==> src/esc_ram.sv <==
// esc_ram: generic single write port ram with registered read
// no dependencies
module esc_ram #(
  parameter int W = 8,
  parameter int D = 16
) (
  input  logic                 clk,
  input  logic                 we,
  input  logic [$clog2(D)-1:0] waddr,
  input  logic [W-1:0]         wdata,
  input  logic [$clog2(D)-1:0] raddr,
  output logic [W-1:0]         rdata
);

  logic [W-1:0] mem_r [D];

  always_ff @(posedge clk) begin
    if (we) begin
      mem_r[waddr] <= wdata;
    end
    rdata <= mem_r[raddr];
  end

endmodule

==> config.mk <==
export PLATFORM = sky130hd
export DESIGN_NAME = esc_ram
export DESIGN_NICKNAME = d
export VERILOG_FILES = /design/src/esc_ram.sv
export SDC_FILE = /design/constraint.sdc
export NUM_CORES = 1
export LEC_CHECK = 0
export BUFFER_PORTS_ARGS = -buffer_cell sky130_fd_sc_hd__buf_2
export CELL_PAD_IN_SITES_DETAIL_PLACEMENT = 1
export CELL_PAD_IN_SITES_GLOBAL_PLACEMENT = 1
export CORE_MARGIN = 2
export CORE_UTILIZATION = 50
export CTS_BUF_LIST = sky130_fd_sc_hd__clkbuf_8
export DETAILED_ROUTE_END_ITERATION = 12
export GPL_ROUTABILITY_DRIVEN = 0
export PLACE_DENSITY_LB_ADDON = 0.05
export SYNTH_ARGS = -nofsm -noshare
export SYNTH_HDL_FRONTEND = slang
export SYNTH_SLANG_ARGS = --single-unit
==> constraint.sdc <==
create_clock -name clk -period 1.77 [get_ports clk]
set_input_delay 0.354 -clock clk [delete_from_list [all_inputs] [get_ports clk]]
set_output_delay 0.354 -clock clk [all_outputs]
set_load 0.02 [all_outputs]
==> impl_results.md <==
* Grt ovf at 0
* DP Worst Slack at -3.49 ps
* Routed wire length at 10300 um
* R2r setup slk at approximately 390 ps
* Syn Area/Cell at 22.5 um2
* Num rows at 37
* Max-slew violation count at 0
* Drt pass-1 iters at 4
* Synth cell types at 19
* TritonCTS clock tree: done
* CP Capture Type: flip-flop
* Vias per cell at around 5.6
* FF+latch count, synth at between 100 and 150
* Drt drc at 0
* MaxCap Viol Count at 0
* Skew-Pair Late Insertion Delay at between 400 and 500 ps
* Sequential-to-total area share from yosys stat at between 70% and 80%
* Syn. warnings at 0
* PnR worst setup slack at around 400 ps
* Post-DP Area at ~0.0056 mm2
* Status: finished clean
* Required time worst endpoint at between 2000 and 2500 ps
* HPWL Detailed at 6800 um
* Die Span X at approximately 110 um
* Pwr Total at between 6000 and 7000 uW
* Slew @ Worst Pin at approximately 620 ps
* Util after Layout at 59.2%
* Vias in the first global route at approximately 2.7k
* Inst Count DP at slightly above 400
* Most used DFF post-synth: edfxtp_1
* RSZ-0062 raised after global routing: no
* # setup viols final at 0
* Clock Tree Buf Depth at 2
* Post-route ant nets at 0
* Die Height at 105 um
* Syn_nets at 247
* Core ar. at 0.0101 mm2
* Die area at 0.0111 mm2
* CTS buffer count at 17
* Area leader, netlist: edfxtp_1
* Worst VDD drop at ~0.90 mV
* H-tree depth at 4
* Synth top area share at between 70 and 80%
* Syn Std Cell Area at between 0.005 and 0.006 mm2
* Hold Violations, Final at 0
* Layout cells sized above 1 at ~32%
* Drt wl/cell at approximately 24 um
* PostCTS Resize Cnt at 0
* Initial core utilization at between 50 and 60%
* Clock transition at the registers of the reported paths at 70 ps
* Clock period minus worst slack at 1380 ps
* Area Growth Syn to Fin at 16.7%
* # hold bufs at CTS at 0
* Top cells by count, synth: edfxtp_1, mux4_2, a22oi_1
* I/O Buffers at 25
* Initial antenna violation count at 0
* Static Leak at 0.00206 uW
* Power per cell area at about 1100 mW/mm2
* # diodes at 0
* Top-count cell post-synth: edfxtp_1
* Vias at ~2.4k
* Max Clock Freq at 726 MHz
* Final Instance Area at 0.00600 mm2
* Non-filler instance count after layout at about 440
* Post-synth EDFFs at around 130
* Async SR Flop Fraction at 0%
* Iter 0 DRT Violations at roughly 140
* Post-CTS setup buffer count at 0
* IO Count at 26
* First-pass GRT wire length at 16000 um
* # clock sinks at ~140
* Clock Tree Root: clkbuf_8
* Startpoint types: flip-flop
* GRT Overall Usage at roughly a fifth
* Final Cycle Share at between 70 and 80%
* Largest net degree at the start of global routing at 33
* Fillers at between 800 and 900
* Synth area leaders: edfxtp_1, mux4_2, mux4_1, dfxtp_1, a22oi_1
* Skew final at 6.82 ps
* Nets at a little over 300
* Critical setup path kind: flip-flop to flip-flop
* Max_slew headroom at between 50% and 60%
* Worst Path Max Fanout at 1
* Worst Hold Class: input pin to flip-flop
* Synth Instances at ~230
* Worst EP arrival at about 1700 ps
-- path summary, 6_finish.rpt --
check | start | end | depth (start not counted)
worst min-delay path | wdata[5] | mem_r[14][5] | 1
worst max register to register | mem_r[10][4] | rdata[4] | 3
worst min register to register | mem_r[10][6] | rdata[6] | 3
worst max-delay path | mem_r[10][4] | rdata[4] | 3
-- per-stage QoR --
step                TNS [ps]  hold slack [ps]
global placement           0              651
floorplan                  0              453
detailed placement     -3.49              674
global route               0              298
finish                     0              308
CTS                        0              286
-- registers in the layout (all words and copies together) (netlist names) --
| name | flops |
|---|---|
| rdata | 8 |
| mem_r | 128 |
-- placed cells by master (no fill, tap or decap) --
master      count
nand3b_1        2
nand3_1         1
nand2b_1        2
clkinv_2        3
inv_1           4
nand2_1         9
nor2_1         13
and2_1          1
nor3_1          3
nor2b_1         1
a22oi_1        16
buf_4          20
edfxtp_1      128
buf_12          3
nor3_2          1
clkbuf_8       20
buf_2          25
clkinvlp_4      1
dfxtp_1         8
mux4_1         14
and2b_1         1
bufinv_16       4
or3b_2          1
mux4_2         18
-- where the power goes --
group / switching, uW / internal [uW] / leakage, uW / total, uW
logic: 214 / 153 / 0.000607 / 367
clock network: 1090 / 1620 / 0.000234 / 2710
registers: 21.8 / 3600 / 0.00122 / 3620
total: 1330 / 5370 / 0.00206 / 6700
-- per-layer routing --
| layer | track usage (%) | vias up | part of all wire [%] |
|---|---|---|---|
| met4 | 8.38 | 0 | 1.9 |
| li1 | - | 1086 | - |
| met3 | 4.89 | 19 | 3.4 |
| met5 | 0 | - | 0 |
| met1 | 27.7 | 1272 | 45 |
| met2 | 33.4 | 60 | 50 |
-- critical path: stages (launching register included) --
cell	delay [ps]
edfxtp_1	380
mux4_1	500
a22oi_1	300
nand2_1	80
-- cell type report --
type	instances	area, um2	share of cell area, %
Clock buffer	20	275	4.58
Sequential cell	136	4000	66.7
Timing Repair Buffer	48	335	5.58
Tap cell	136	170	2.83
Clock inverter	12	158	2.63
Multi-Input combinational cell	83	1060	17.7
-- cells by family (layout without fill, tap and decap cells) --
family,Yosys count,after routing,share of synthesized area [%]
compound gates,16,16,2.33
buf+inv,10,80,1.68
flops,136,136,77.8
simple gates,35,35,3.18
mux,32,32,15.0
Power figures use the tool's default switching activity.
