## src/esc_pkg.sv

```systemverilog
// esc_pkg: sizes, types and codes shared by the expert slot cache modules
// no dependencies
package esc_pkg;

  localparam int NUM_LAYERS  = 64;
  localparam int NUM_EXPERTS = 256;
  localparam int NUM_SLOTS   = 64;
  localparam int MAX_GROUP   = 32;

  localparam int EW     = 10;
  localparam int EXW    = $clog2(NUM_EXPERTS);
  localparam int SW     = (NUM_SLOTS > 1) ? $clog2(NUM_SLOTS) : 1;
  localparam int SCW    = $clog2(NUM_SLOTS + 1);
  localparam int IW     = (MAX_GROUP > 1) ? $clog2(MAX_GROUP) : 1;
  localparam int FW     = $clog2(MAX_GROUP + 1);
  localparam int GAW    = IW + 1;
  localparam int GDEPTH = 2 ** GAW;
  localparam int CDEPTH = NUM_LAYERS * NUM_SLOTS;
  localparam int CAW    = (CDEPTH > 1) ? $clog2(CDEPTH) : 1;
  localparam int AGEW   = 48;
  localparam int CNTW   = 32;
  localparam int CEW    = 1 + EXW + AGEW;

  localparam logic [1:0] REG_LAYER_COUNT  = 2'd0;
  localparam logic [1:0] REG_EXPERT_COUNT = 2'd1;
  localparam logic [1:0] REG_SLOT_COUNT   = 2'd2;

  localparam logic CMD_DEMAND = 1'b0;

  typedef enum logic [2:0] {
    KIND_COPY      = 3'd0,
    KIND_DONE_OK   = 3'd1,
    KIND_DONE_FAIL = 3'd2,
    KIND_IGNORED   = 3'd3,
    KIND_OVERFLOW  = 3'd4
  } kind_t;

  typedef enum logic [2:0] {
    ST_CLEAR, ST_IDLE, ST_READ, ST_ELEM, ST_SCAN, ST_DEC, ST_COPY, ST_DONE
  } back_state_t;

  typedef struct packed {
    logic          ovf;
    logic          cmd;
    logic [6:0]    layer;
    logic [FW-1:0] n;
    logic          bank;
  } desc_t;

  typedef struct packed {
    logic clearing;
    logic rel;
    logic rel_bank;
  } back_status_t;

  typedef struct packed {
    logic [7:0]     layers;
    logic [9:0]     experts;
    logic [SCW-1:0] slots;
  } cfg_eff_t;

endpackage

```

## src/esc_front.sv

```systemverilog
// esc_front: gathers items into group buffers, builds pin sets, queues groups
// depends on esc_pkg
module esc_front (
  input  logic                                   clk,
  input  logic                                   rst_n,
  input  logic                                   cfg_clear,
  input  logic                                   in_valid,
  output logic                                   in_ready,
  input  logic                                   in_command,
  input  logic [6:0]                             in_layer,
  input  logic signed [esc_pkg::EW-1:0]          in_expert,
  input  logic                                   in_last,
  output logic                                   gb_we,
  output logic [esc_pkg::GAW-1:0]                gb_waddr,
  output logic [esc_pkg::EW-1:0]                 gb_wdata,
  output logic [1:0][esc_pkg::NUM_EXPERTS-1:0]   pins,
  output logic                                   q_valid,
  output esc_pkg::desc_t                         q_head,
  input  logic                                   q_pop,
  input  esc_pkg::back_status_t                  st
);

  logic [esc_pkg::FW-1:0]                fill_r, fill_nxt;
  logic                                  wb_r, wb_nxt;
  logic [1:0]                            busy_r, busy_nxt;
  logic [1:0][esc_pkg::NUM_EXPERTS-1:0]  pin_r, pin_nxt;
  esc_pkg::desc_t                        fifo_r [2];
  esc_pkg::desc_t                        fifo_nxt [2];
  logic                                  wp_r, wp_nxt, rp_r, rp_nxt;
  logic [1:0]                            cnt_r, cnt_nxt;
  logic                                  acc, fits, pin_ok, push;
  esc_pkg::desc_t                        d;

  assign in_ready = !st.clearing && (cnt_r != 2'd2) && !busy_r[wb_r];
  assign acc      = in_valid && in_ready;
  assign fits     = fill_r < esc_pkg::FW'(esc_pkg::MAX_GROUP);
  assign pin_ok   = !in_expert[esc_pkg::EW-1] &&
                    ($unsigned(in_expert) < esc_pkg::EW'(esc_pkg::NUM_EXPERTS));
  assign push     = acc && (in_last || !fits);
  assign gb_we    = acc && fits;
  assign gb_waddr = {wb_r, fill_r[esc_pkg::IW-1:0]};
  assign gb_wdata = in_expert;
  assign pins     = pin_r;
  assign q_valid  = cnt_r != 2'd0;
  assign q_head   = fifo_r[rp_r];

  always_comb begin
    fill_nxt = fill_r;
    wb_nxt   = wb_r;
    busy_nxt = busy_r;
    pin_nxt  = pin_r;
    fifo_nxt = fifo_r;
    wp_nxt   = wp_r;
    rp_nxt   = rp_r;
    cnt_nxt  = cnt_r;
    d.ovf    = !in_last;
    d.cmd    = in_command;
    d.layer  = in_layer;
    d.n      = fill_r + esc_pkg::FW'(fits);
    d.bank   = wb_r;
    if (st.rel) begin
      busy_nxt[st.rel_bank] = 1'b0;
      pin_nxt[st.rel_bank]  = '0;
    end
    if (acc) begin
      if (fits) begin
        fill_nxt = fill_r + 1'b1;
        if (pin_ok) begin
          pin_nxt[wb_r][in_expert[esc_pkg::EXW-1:0]] = 1'b1;
        end
      end
      if (in_last) begin
        fill_nxt       = '0;
        busy_nxt[wb_r] = 1'b1;
        wb_nxt         = !wb_r;
      end
    end
    if (push) begin
      fifo_nxt[wp_r] = d;
      wp_nxt         = !wp_r;
    end
    if (q_pop) begin
      rp_nxt = !rp_r;
    end
    cnt_nxt = cnt_r + 2'(push) - 2'(q_pop);
    if (cfg_clear) begin
      fill_nxt      = '0;
      pin_nxt[wb_r] = '0;
    end
  end

  always_ff @(posedge clk) begin
    if (!rst_n) begin
      fill_r <= '0;
      wb_r   <= 1'b0;
      busy_r <= '0;
      pin_r  <= '0;
      wp_r   <= 1'b0;
      rp_r   <= 1'b0;
      cnt_r  <= '0;
    end else begin
      fill_r <= fill_nxt;
      wb_r   <= wb_nxt;
      busy_r <= busy_nxt;
      pin_r  <= pin_nxt;
      wp_r   <= wp_nxt;
      rp_r   <= rp_nxt;
      cnt_r  <= cnt_nxt;
    end
  end

  always_ff @(posedge clk) begin
    fifo_r <= fifo_nxt;
  end

endmodule

```

## config.mk

```make
export PLATFORM = sky130hd
export DESIGN_NAME = esc_front
export DESIGN_NICKNAME = d
export VERILOG_FILES = /design/src/esc_pkg.sv /design/src/esc_front.sv
export SDC_FILE = /design/constraint.sdc
export NUM_CORES = 1
export LEC_CHECK = 0
export BUFFER_PORTS_ARGS = -buffer_cell sky130_fd_sc_hd__buf_2
export CELL_PAD_IN_SITES_DETAIL_PLACEMENT = 1
export CELL_PAD_IN_SITES_GLOBAL_PLACEMENT = 1
export CORE_AREA = 2 2 257 208
export DETAILED_ROUTE_END_ITERATION = 12
export DIE_AREA = 0 0 259 210
export PLACE_DENSITY = 0.7
export SYNTH_ARGS = -nofsm -noshare
export SYNTH_HDL_FRONTEND = slang
export SYNTH_SLANG_ARGS = --single-unit
```

## constraint.sdc

```tcl
create_clock -name clk -period 5.29 [get_ports clk]
set_clock_uncertainty 0.15 [all_clocks]
set_input_delay 1.3225 -clock clk [delete_from_list [all_inputs] [get_ports clk]]
set_output_delay 1.3225 -clock clk [all_outputs]
set_load 0.03 [all_outputs]
```

==> summary.txt, run 1 <==
main combinational cell family by area after synthesis: compound AO/OA/AOI/OAI gates
Seq/Total Area, Yosys: 0.640
synth unique cells: 43
P_int: 6630 µW
largest net degree at the start of global routing: 108
vias in the first global route: 15300
Startpoint Class: register
LEAKAGE: 0.00978 µW
total grt overflow: 0
endpoints failing setup: 0
area share of xor/xnor cells in the synthesized design: 0.00342
simple-gate share of the synthesized area: 0.0991
Die X: 259 µm
Req. time, crit path: 3.82 ns
clock transition at the registers of the reported paths: 0.07 ns
Vias/cell: 5.18
CTS max path bufs: 3
Worst setup EP type: primary output
Seq pwr share: 0.497
Final GP Congestion: 0.830
Synth Net Count: 1731
Slew @ Worst Pin: 1.10 ns
GR Util All Layers: 0.247
final hold vios: 0
Clk Latency, worst-skew pair: 0.61 ns
initial antenna violation count: 2
Hold Crit Class: reg -> reg
Post-CTS Setup Inserts: 0
post-synthesis mux area share: 0.0112
CTS H-tree depth: 2
die area: 54400 µm²
number of routed nets with antenna violations: 0
hold_buf cts: 0
# DRC: 0
total number of vias: 15200
share of total power in the clock network: 0.467
CP Max Fanout: 12
largest cells by area after synthesis: dfxtp_1, o2bb2ai_1, o21ai_0
Cells after Synth: 1699
Overall Power: 8560 µW
min Tclk post-route: 4.09 ns
Comb pwr share: 0.036
first-pass GRT wire length: 101000 µm
clock tree from TritonCTS: yes
Synth Area in Adders: 0.00349
I/O pin count: 574
Top FF cell, synth: dfxtp_1
Starting Density: 0.346
ant diodes: 0
Synth top area share: 0.586
final wirelength: 69800 µm
drt pass-1 iters: 5
Yosys warning count: 0
Layout Nets: 2239
max-slew violation count: 0
Die Height: 210 µm
syn_area_per_cell: 10.6 µm²
critical path arrival: 2.62 ns
final worst-path cycle share: 0.773
Initial DRC Count: 982
pwr dens: 370 nW/µm²
EDFF count, synth: 32
Yosys reg bits: 557
row count: 75
clock sinks: 557
max_cap viols: 0
Synth Area in Compound Gates: 0.204
CORE AREA: 51900 µm²
area growth from synthesis to layout: 28.9%
Worst VDD drop: 239 µV
RSZ-0062 raised after global routing: no
cell taking the most area after synthesis: dfxtp_1
outcome: finished, final reports clean
CP Class: reg -> out
FFs w/ async S/R, synth: 0
setup TNS: 0 ns
fmax: 0.245 GHz
sw frac: 0.225
cts bufs inserted: 55
Net Switching: 1930 µW
Slew headroom: 0.263
DP HPWL: 49500 µm
post-cts resize count: 0
Root Driver: clkbuf_16
port bufs: 573
layout cells sized above 1: 0.317
post-DR wirelength/cell: 23.7 µm
Post-Syn Area: 17900 µm²
[layer usage]
metal,part of all wire,GRT usage
met1,0.43,0.317
met3,0.073,0.0604
met4,0.032,0.0877
met5,0,0
met2,0.47,0.404
[layout make-up]
type                       instances  area, µm²
clock buffer                      86       1720
inverter                           8       30.0
fill                            5938      28800
clock inverter                    14        135
tap                              693        867
timing repair buffer             600       3120
multi-input combinational        985       5780
sequential                       557      11500
[critical path, cell delays in order, from the launching register on]
cell and delay, ns:
dfxtp_1 0.63, mux2_2 0.47, or3_1 0.55, nor2_1 0.14
buf_2 0.22
[registers in the layout, indices dropped and copies added, names as in the netlist]
signal  cells
fill_r      6
fifo_r     32
pins      512
wb_r        1
cnt_r       2
rp_r        1
busy_r      2
wp_r        1
[cells by family after synthesis]
logic type | after synthesis
compound gates | 534
xor+xnor | 7
fa+ha+maj | 5
buf+inv | 157
flops | 557
mux | 18
simple gates | 421
[cells in the final DEF (no fill, tap or decap), types with 4 or more instances in the layout]
cell type	instances
buf_2	573
a32o_1	4
nor3_1	12
clkinv_2	8
o21ai_0	261
mux2_2	17
clkbuf_1	12
edfxtp_1	32
o31ai_1	4
buf_12	4
a22o_1	16
buf_4	23
ha_1	5
clkbuf_8	16
a21oi_1	6
nand3_1	22
nor2_1	28
clkbuf_16	58
inv_1	8
o2bb2ai_1	236
nand2b_1	11
nor2b_1	4
nand2_1	320
dfxtp_1	525
xnor2_1	5
[per-stage QoR]
stage	util	instance area, µm²	std cells	hold WS, ns	setup slack [ns]
6_report	0.445	23100	2943	0.297	1.20
4_1_cts	0.445	23100	2943	0.302	1.16
5_1_grt	0.445	23100	2943	0.320	1.09
3_3_place_gp	0.410	21300	2843	0.280	1.26
3_5_place_dp	0.410	21300	2843	0.287	1.25
2_1_floorplan	-	17900	1699	0.313	1.34
[power groups by stage]
stage | Combinational [µW] | Sequential [µW] | Clock (µW)
detailed placement | 304 | 4350 | 0
CTS | 304 | 4260 | 4090
global placement | 298 | 4350 | 0
floorplan | 207 | 4340 | 0
global route | 325 | 4260 | 4250
finish | 305 | 4260 | 4000
[synth_stat cells (2+ instances only)]
cell and n:
ha_1 5, buf_6 2, nor2b_1 4, nand4_1 2, or3_1 2, o21ai_0 261
and4_1 2, buf_2 25, a31oi_1 3, a32o_1 4, buf_1 9, o2bb2ai_1 236
nor2_1 28, or4_1 2, and2_1 3, nor3_1 12, a22o_1 16, buf_4 18
nand2b_1 11, nor4_4 2, mux2_2 17, clkbuf_1 94, nor4_1 3, dfxtp_1 525
a21oi_1 8, nand2_1 320, nand3_1 22, xnor2_1 5, nor3b_1 2, inv_1 8
edfxtp_1 32, xor2_1 2, o31ai_1 4
[final timing paths]
path	slack, ns	end	depth (start not counted)	startpoint
setup / recovery	1.20	gb_we	4	wb_r$_SDFFE_PN0P_
hold / removal	0.30	pins[498]$_SDFF_PN0_	2	pins[498]$_SDFF_PN0_
setup reg to reg	2.00	pins[295]$_SDFF_PN0_	4	wb_r$_SDFFE_PN0P_
hold reg to reg	0.30	pins[498]$_SDFF_PN0_	2	pins[498]$_SDFF_PN0_
Note: power is estimated with default switching activity, not from simulation.
==> inputs of run 2 (changes only) <==
--- a/config.mk
+++ b/config.mk
@@ -5,13 +5,14 @@
 export SDC_FILE = /design/constraint.sdc
 export NUM_CORES = 1
 export LEC_CHECK = 0
+export ABC_AREA = 1
 export BUFFER_PORTS_ARGS = -buffer_cell sky130_fd_sc_hd__buf_2
 export CELL_PAD_IN_SITES_DETAIL_PLACEMENT = 1
 export CELL_PAD_IN_SITES_GLOBAL_PLACEMENT = 1
-export CORE_AREA = 2 2 257 208
+export CORE_AREA = 2 2 278 225
 export DETAILED_ROUTE_END_ITERATION = 12
-export DIE_AREA = 0 0 259 210
-export PLACE_DENSITY = 0.7
+export DIE_AREA = 0 0 280 227
+export PLACE_DENSITY = 0.72
 export SYNTH_ARGS = -nofsm -noshare
 export SYNTH_HDL_FRONTEND = slang
 export SYNTH_SLANG_ARGS = --single-unit
==> constraint.sdc (replaced) <==
create_clock -name clk -period 4.24 [get_ports clk]
set_clock_uncertainty 0.15 [all_clocks]
set_input_delay 1.06 -clock clk [delete_from_list [all_inputs] [get_ports clk]]
set_output_delay 1.06 -clock clk [all_outputs]
set_load 0.03 [all_outputs]
==> summary.txt, run 2 <==
Cells after Synth: 2824
cts bufs inserted: 58
port bufs: 573
drt pass-1 iters: 5
cell seen most often among critical-path stages: buf_2
final core utilization: 0.434
Net Switching: 2670 µW
max FFs per register: 512
die area: 63600 µm²
area growth from synthesis to layout: 24.8%
max-slew violation count: 0
Die Height: 227 µm
I/O pin count: 574
Seq/Total Area, Yosys: 0.543
largest cells by area after synthesis: dfxtp_1, nand2_1, a21oi_1
CP Max Fanout: 4
cell taking the most area after synthesis: dfxtp_1
outcome: finished, final reports clean
post-cts resize count: 0
final hold vios: 0
Layout Nets: 3308
sw frac: 0.241
RSZ-0062 raised after global routing: no
DP HPWL: 63000 µm
Startpoint Class: input port
r2r endpoint: cnt_r[1]$_SDFF_PN0_
Post-Syn Area: 21100 µm²
most frequent cells in the layout: nand2_1, buf_2, dfxtp_1, a21oi_1, nor2_1
max_cap viols: 0
Post-synth top cells: nand2_1, dfxtp_1, a21oi_1
Root Driver: clkbuf_16
Starting Density: 0.348
slowest CP cell: a21oi_1
number of routed nets with antenna violations: 0
end of the worst hold path: pins[465]$_SDFF_PN0_
critical path's largest stage delay: 0.29 ns
endpoints failing setup: 0
Seq pwr share: 0.479
setup TNS: 0 ns
Req. time, crit path: 3.03 ns
critical path arrival: 2.16 ns
count leader, synth: nand2_1
synth unique cells: 23
FILL cells: 7652
CTS max path bufs: 3
initial antenna violation count: 1
Worst R2R Start: wb_r$_SDFFE_PN0P_
Worst VDD drop: 308 µV
Hold Crit Class: reg -> reg
largest net degree at the start of global routing: 169
post-DR wirelength/cell: 22.7 µm
Synth Net Count: 2856
fmax: 0.297 GHz
hold_buf cts: 0
Post-CTS Setup Inserts: 0
first-pass GRT wire length: 136000 µm
total number of vias: 21200
Final GP Congestion: 0.869
share of total power in the clock network: 0.469
total grt overflow: 0
Yosys warning count: 0
Clk Latency, worst-skew pair: 0.61 ns
Initial DRC Count: 1430
Comb pwr share: 0.052
CP Class: in -> out
GR Util All Layers: 0.282
critical-path cell list: buf_2 > a21oi_1 > nand3_2 > nor2_1 > buf_2
leading cell type in the layout, fill and taps excluded: nand2_1
LEAKAGE: 0.0103 µW
final worst-path cycle share: 0.795
Die X: 280 µm
WHS Path Cells: 2
clock tree from TritonCTS: yes
P_int: 8400 µW
vias in the first global route: 21400
# DRC: 0
min Tclk post-route: 3.37 ns
final wirelength: 93300 µm
layout cells sized above 1: 0.222
Yosys reg bits: 557
FFs w/ async S/R, synth: 0
Slew headroom: 0.176
CORE AREA: 60700 µm²
Register-to-Register Path Depth: 12
hold wc startpoint: pins[465]$_SDFF_PN0_
CTS H-tree depth: 2
Top FF cell, synth: dfxtp_1
clock transition at the registers of the reported paths: 0.06 ns
syn_area_per_cell: 7.48 µm²
clock sinks: 557
Vias/cell: 5.16
EDFF count, synth: 32
ant diodes: 0
row count: 81
Worst setup EP type: primary output
Synth top area share: 0.497
pwr dens: 420 nW/µm²
Slew @ Worst Pin: 1.23 ns
R2R setup slack: 1.50 ns
==> run 2: changes by cell type after synthesis, sizes merged, moves of 40 or more <==
cell     change
a21oi      +513
clkbuf      +40
inv         +58
nand2      +783
nor2       +275
o21ai      -257
o2bb2ai    -236
==> run 2: final cells by class <==
class                      instances  area [µm²]  share of cell area
multi-input combinational       1977        8380               0.318
timing repair buffer             615        3350               0.127
tap                              788         986              0.0374
clock inverter                    16         146             0.00555
clock buffer                      88        1780              0.0675
sequential                       557       11500               0.435
inverter                          67         259             0.00982
==> run 2: power by group through the flow <==
stage               Clock (µW)  Combinational (µW)  Sequential (µW)
floorplan                    0                 351             5410
global placement             0                 565             5420
detailed placement           0                 572             5420
CTS                       5280                 574             5310
global route              5500                 607             5300
finish                    5190                 575             5310
==> run 2: per-layer routing <==
layer / GRT usage / routed length [µm]
met2: 0.454 / 42700
met3: 0.0594 / 6420
met4: 0.108 / 3790
met5: 0 / 0
met1: 0.372 / 40300
==> run 2: cell families after synthesis <==
group / synth area share
buffers and inverters: 0.0642
multiplexers: 0.00852
XOR/XNOR: 0.00290
AO/OA/AOI/OAI: 0.125
adder cells (fa/ha/maj): 0.00296
flip-flops: 0.543
AND/OR/NAND/NOR: 0.254
==> run 2: through the flow <==
step | cell area, µm² | setup WS (ns) | hold slack, ns | cells | total power (µW)
floorplan | 21100 | 0.979 | 0.295 | 2824 | 5760
global placement | 24400 | 0.997 | 0.299 | 4004 | 5990
detailed placement | 24400 | 0.887 | 0.302 | 4004 | 5990
CTS | 26400 | 0.874 | 0.312 | 4108 | 11200
global route | 26400 | 0.825 | 0.331 | 4108 | 11400
finish | 26400 | 0.869 | 0.312 | 4108 | 11100
==> run 2: how the worst max path moves through the flow <==
| stage | start | endpoint | depth (start not counted) |
|---|---|---|---|
| finish | st[2] | gb_we | 5 |
| global route | st[2] | gb_we | 5 |
| CTS | st[2] | gb_we | 5 |
| detailed placement | st[2] | cnt_r[1]$_SDFF_PN0_ | 11 |
| global placement | st[2] | gb_we | 5 |
| floorplan | st[2] | gb_we | 4 |
==> run 2: worst max-delay path, delay by kind of cell <==
family / cells / cell delay (ns)
simple gates: 2 / 0.46
buf+inv: 2 / 0.34
compound gates: 1 / 0.29
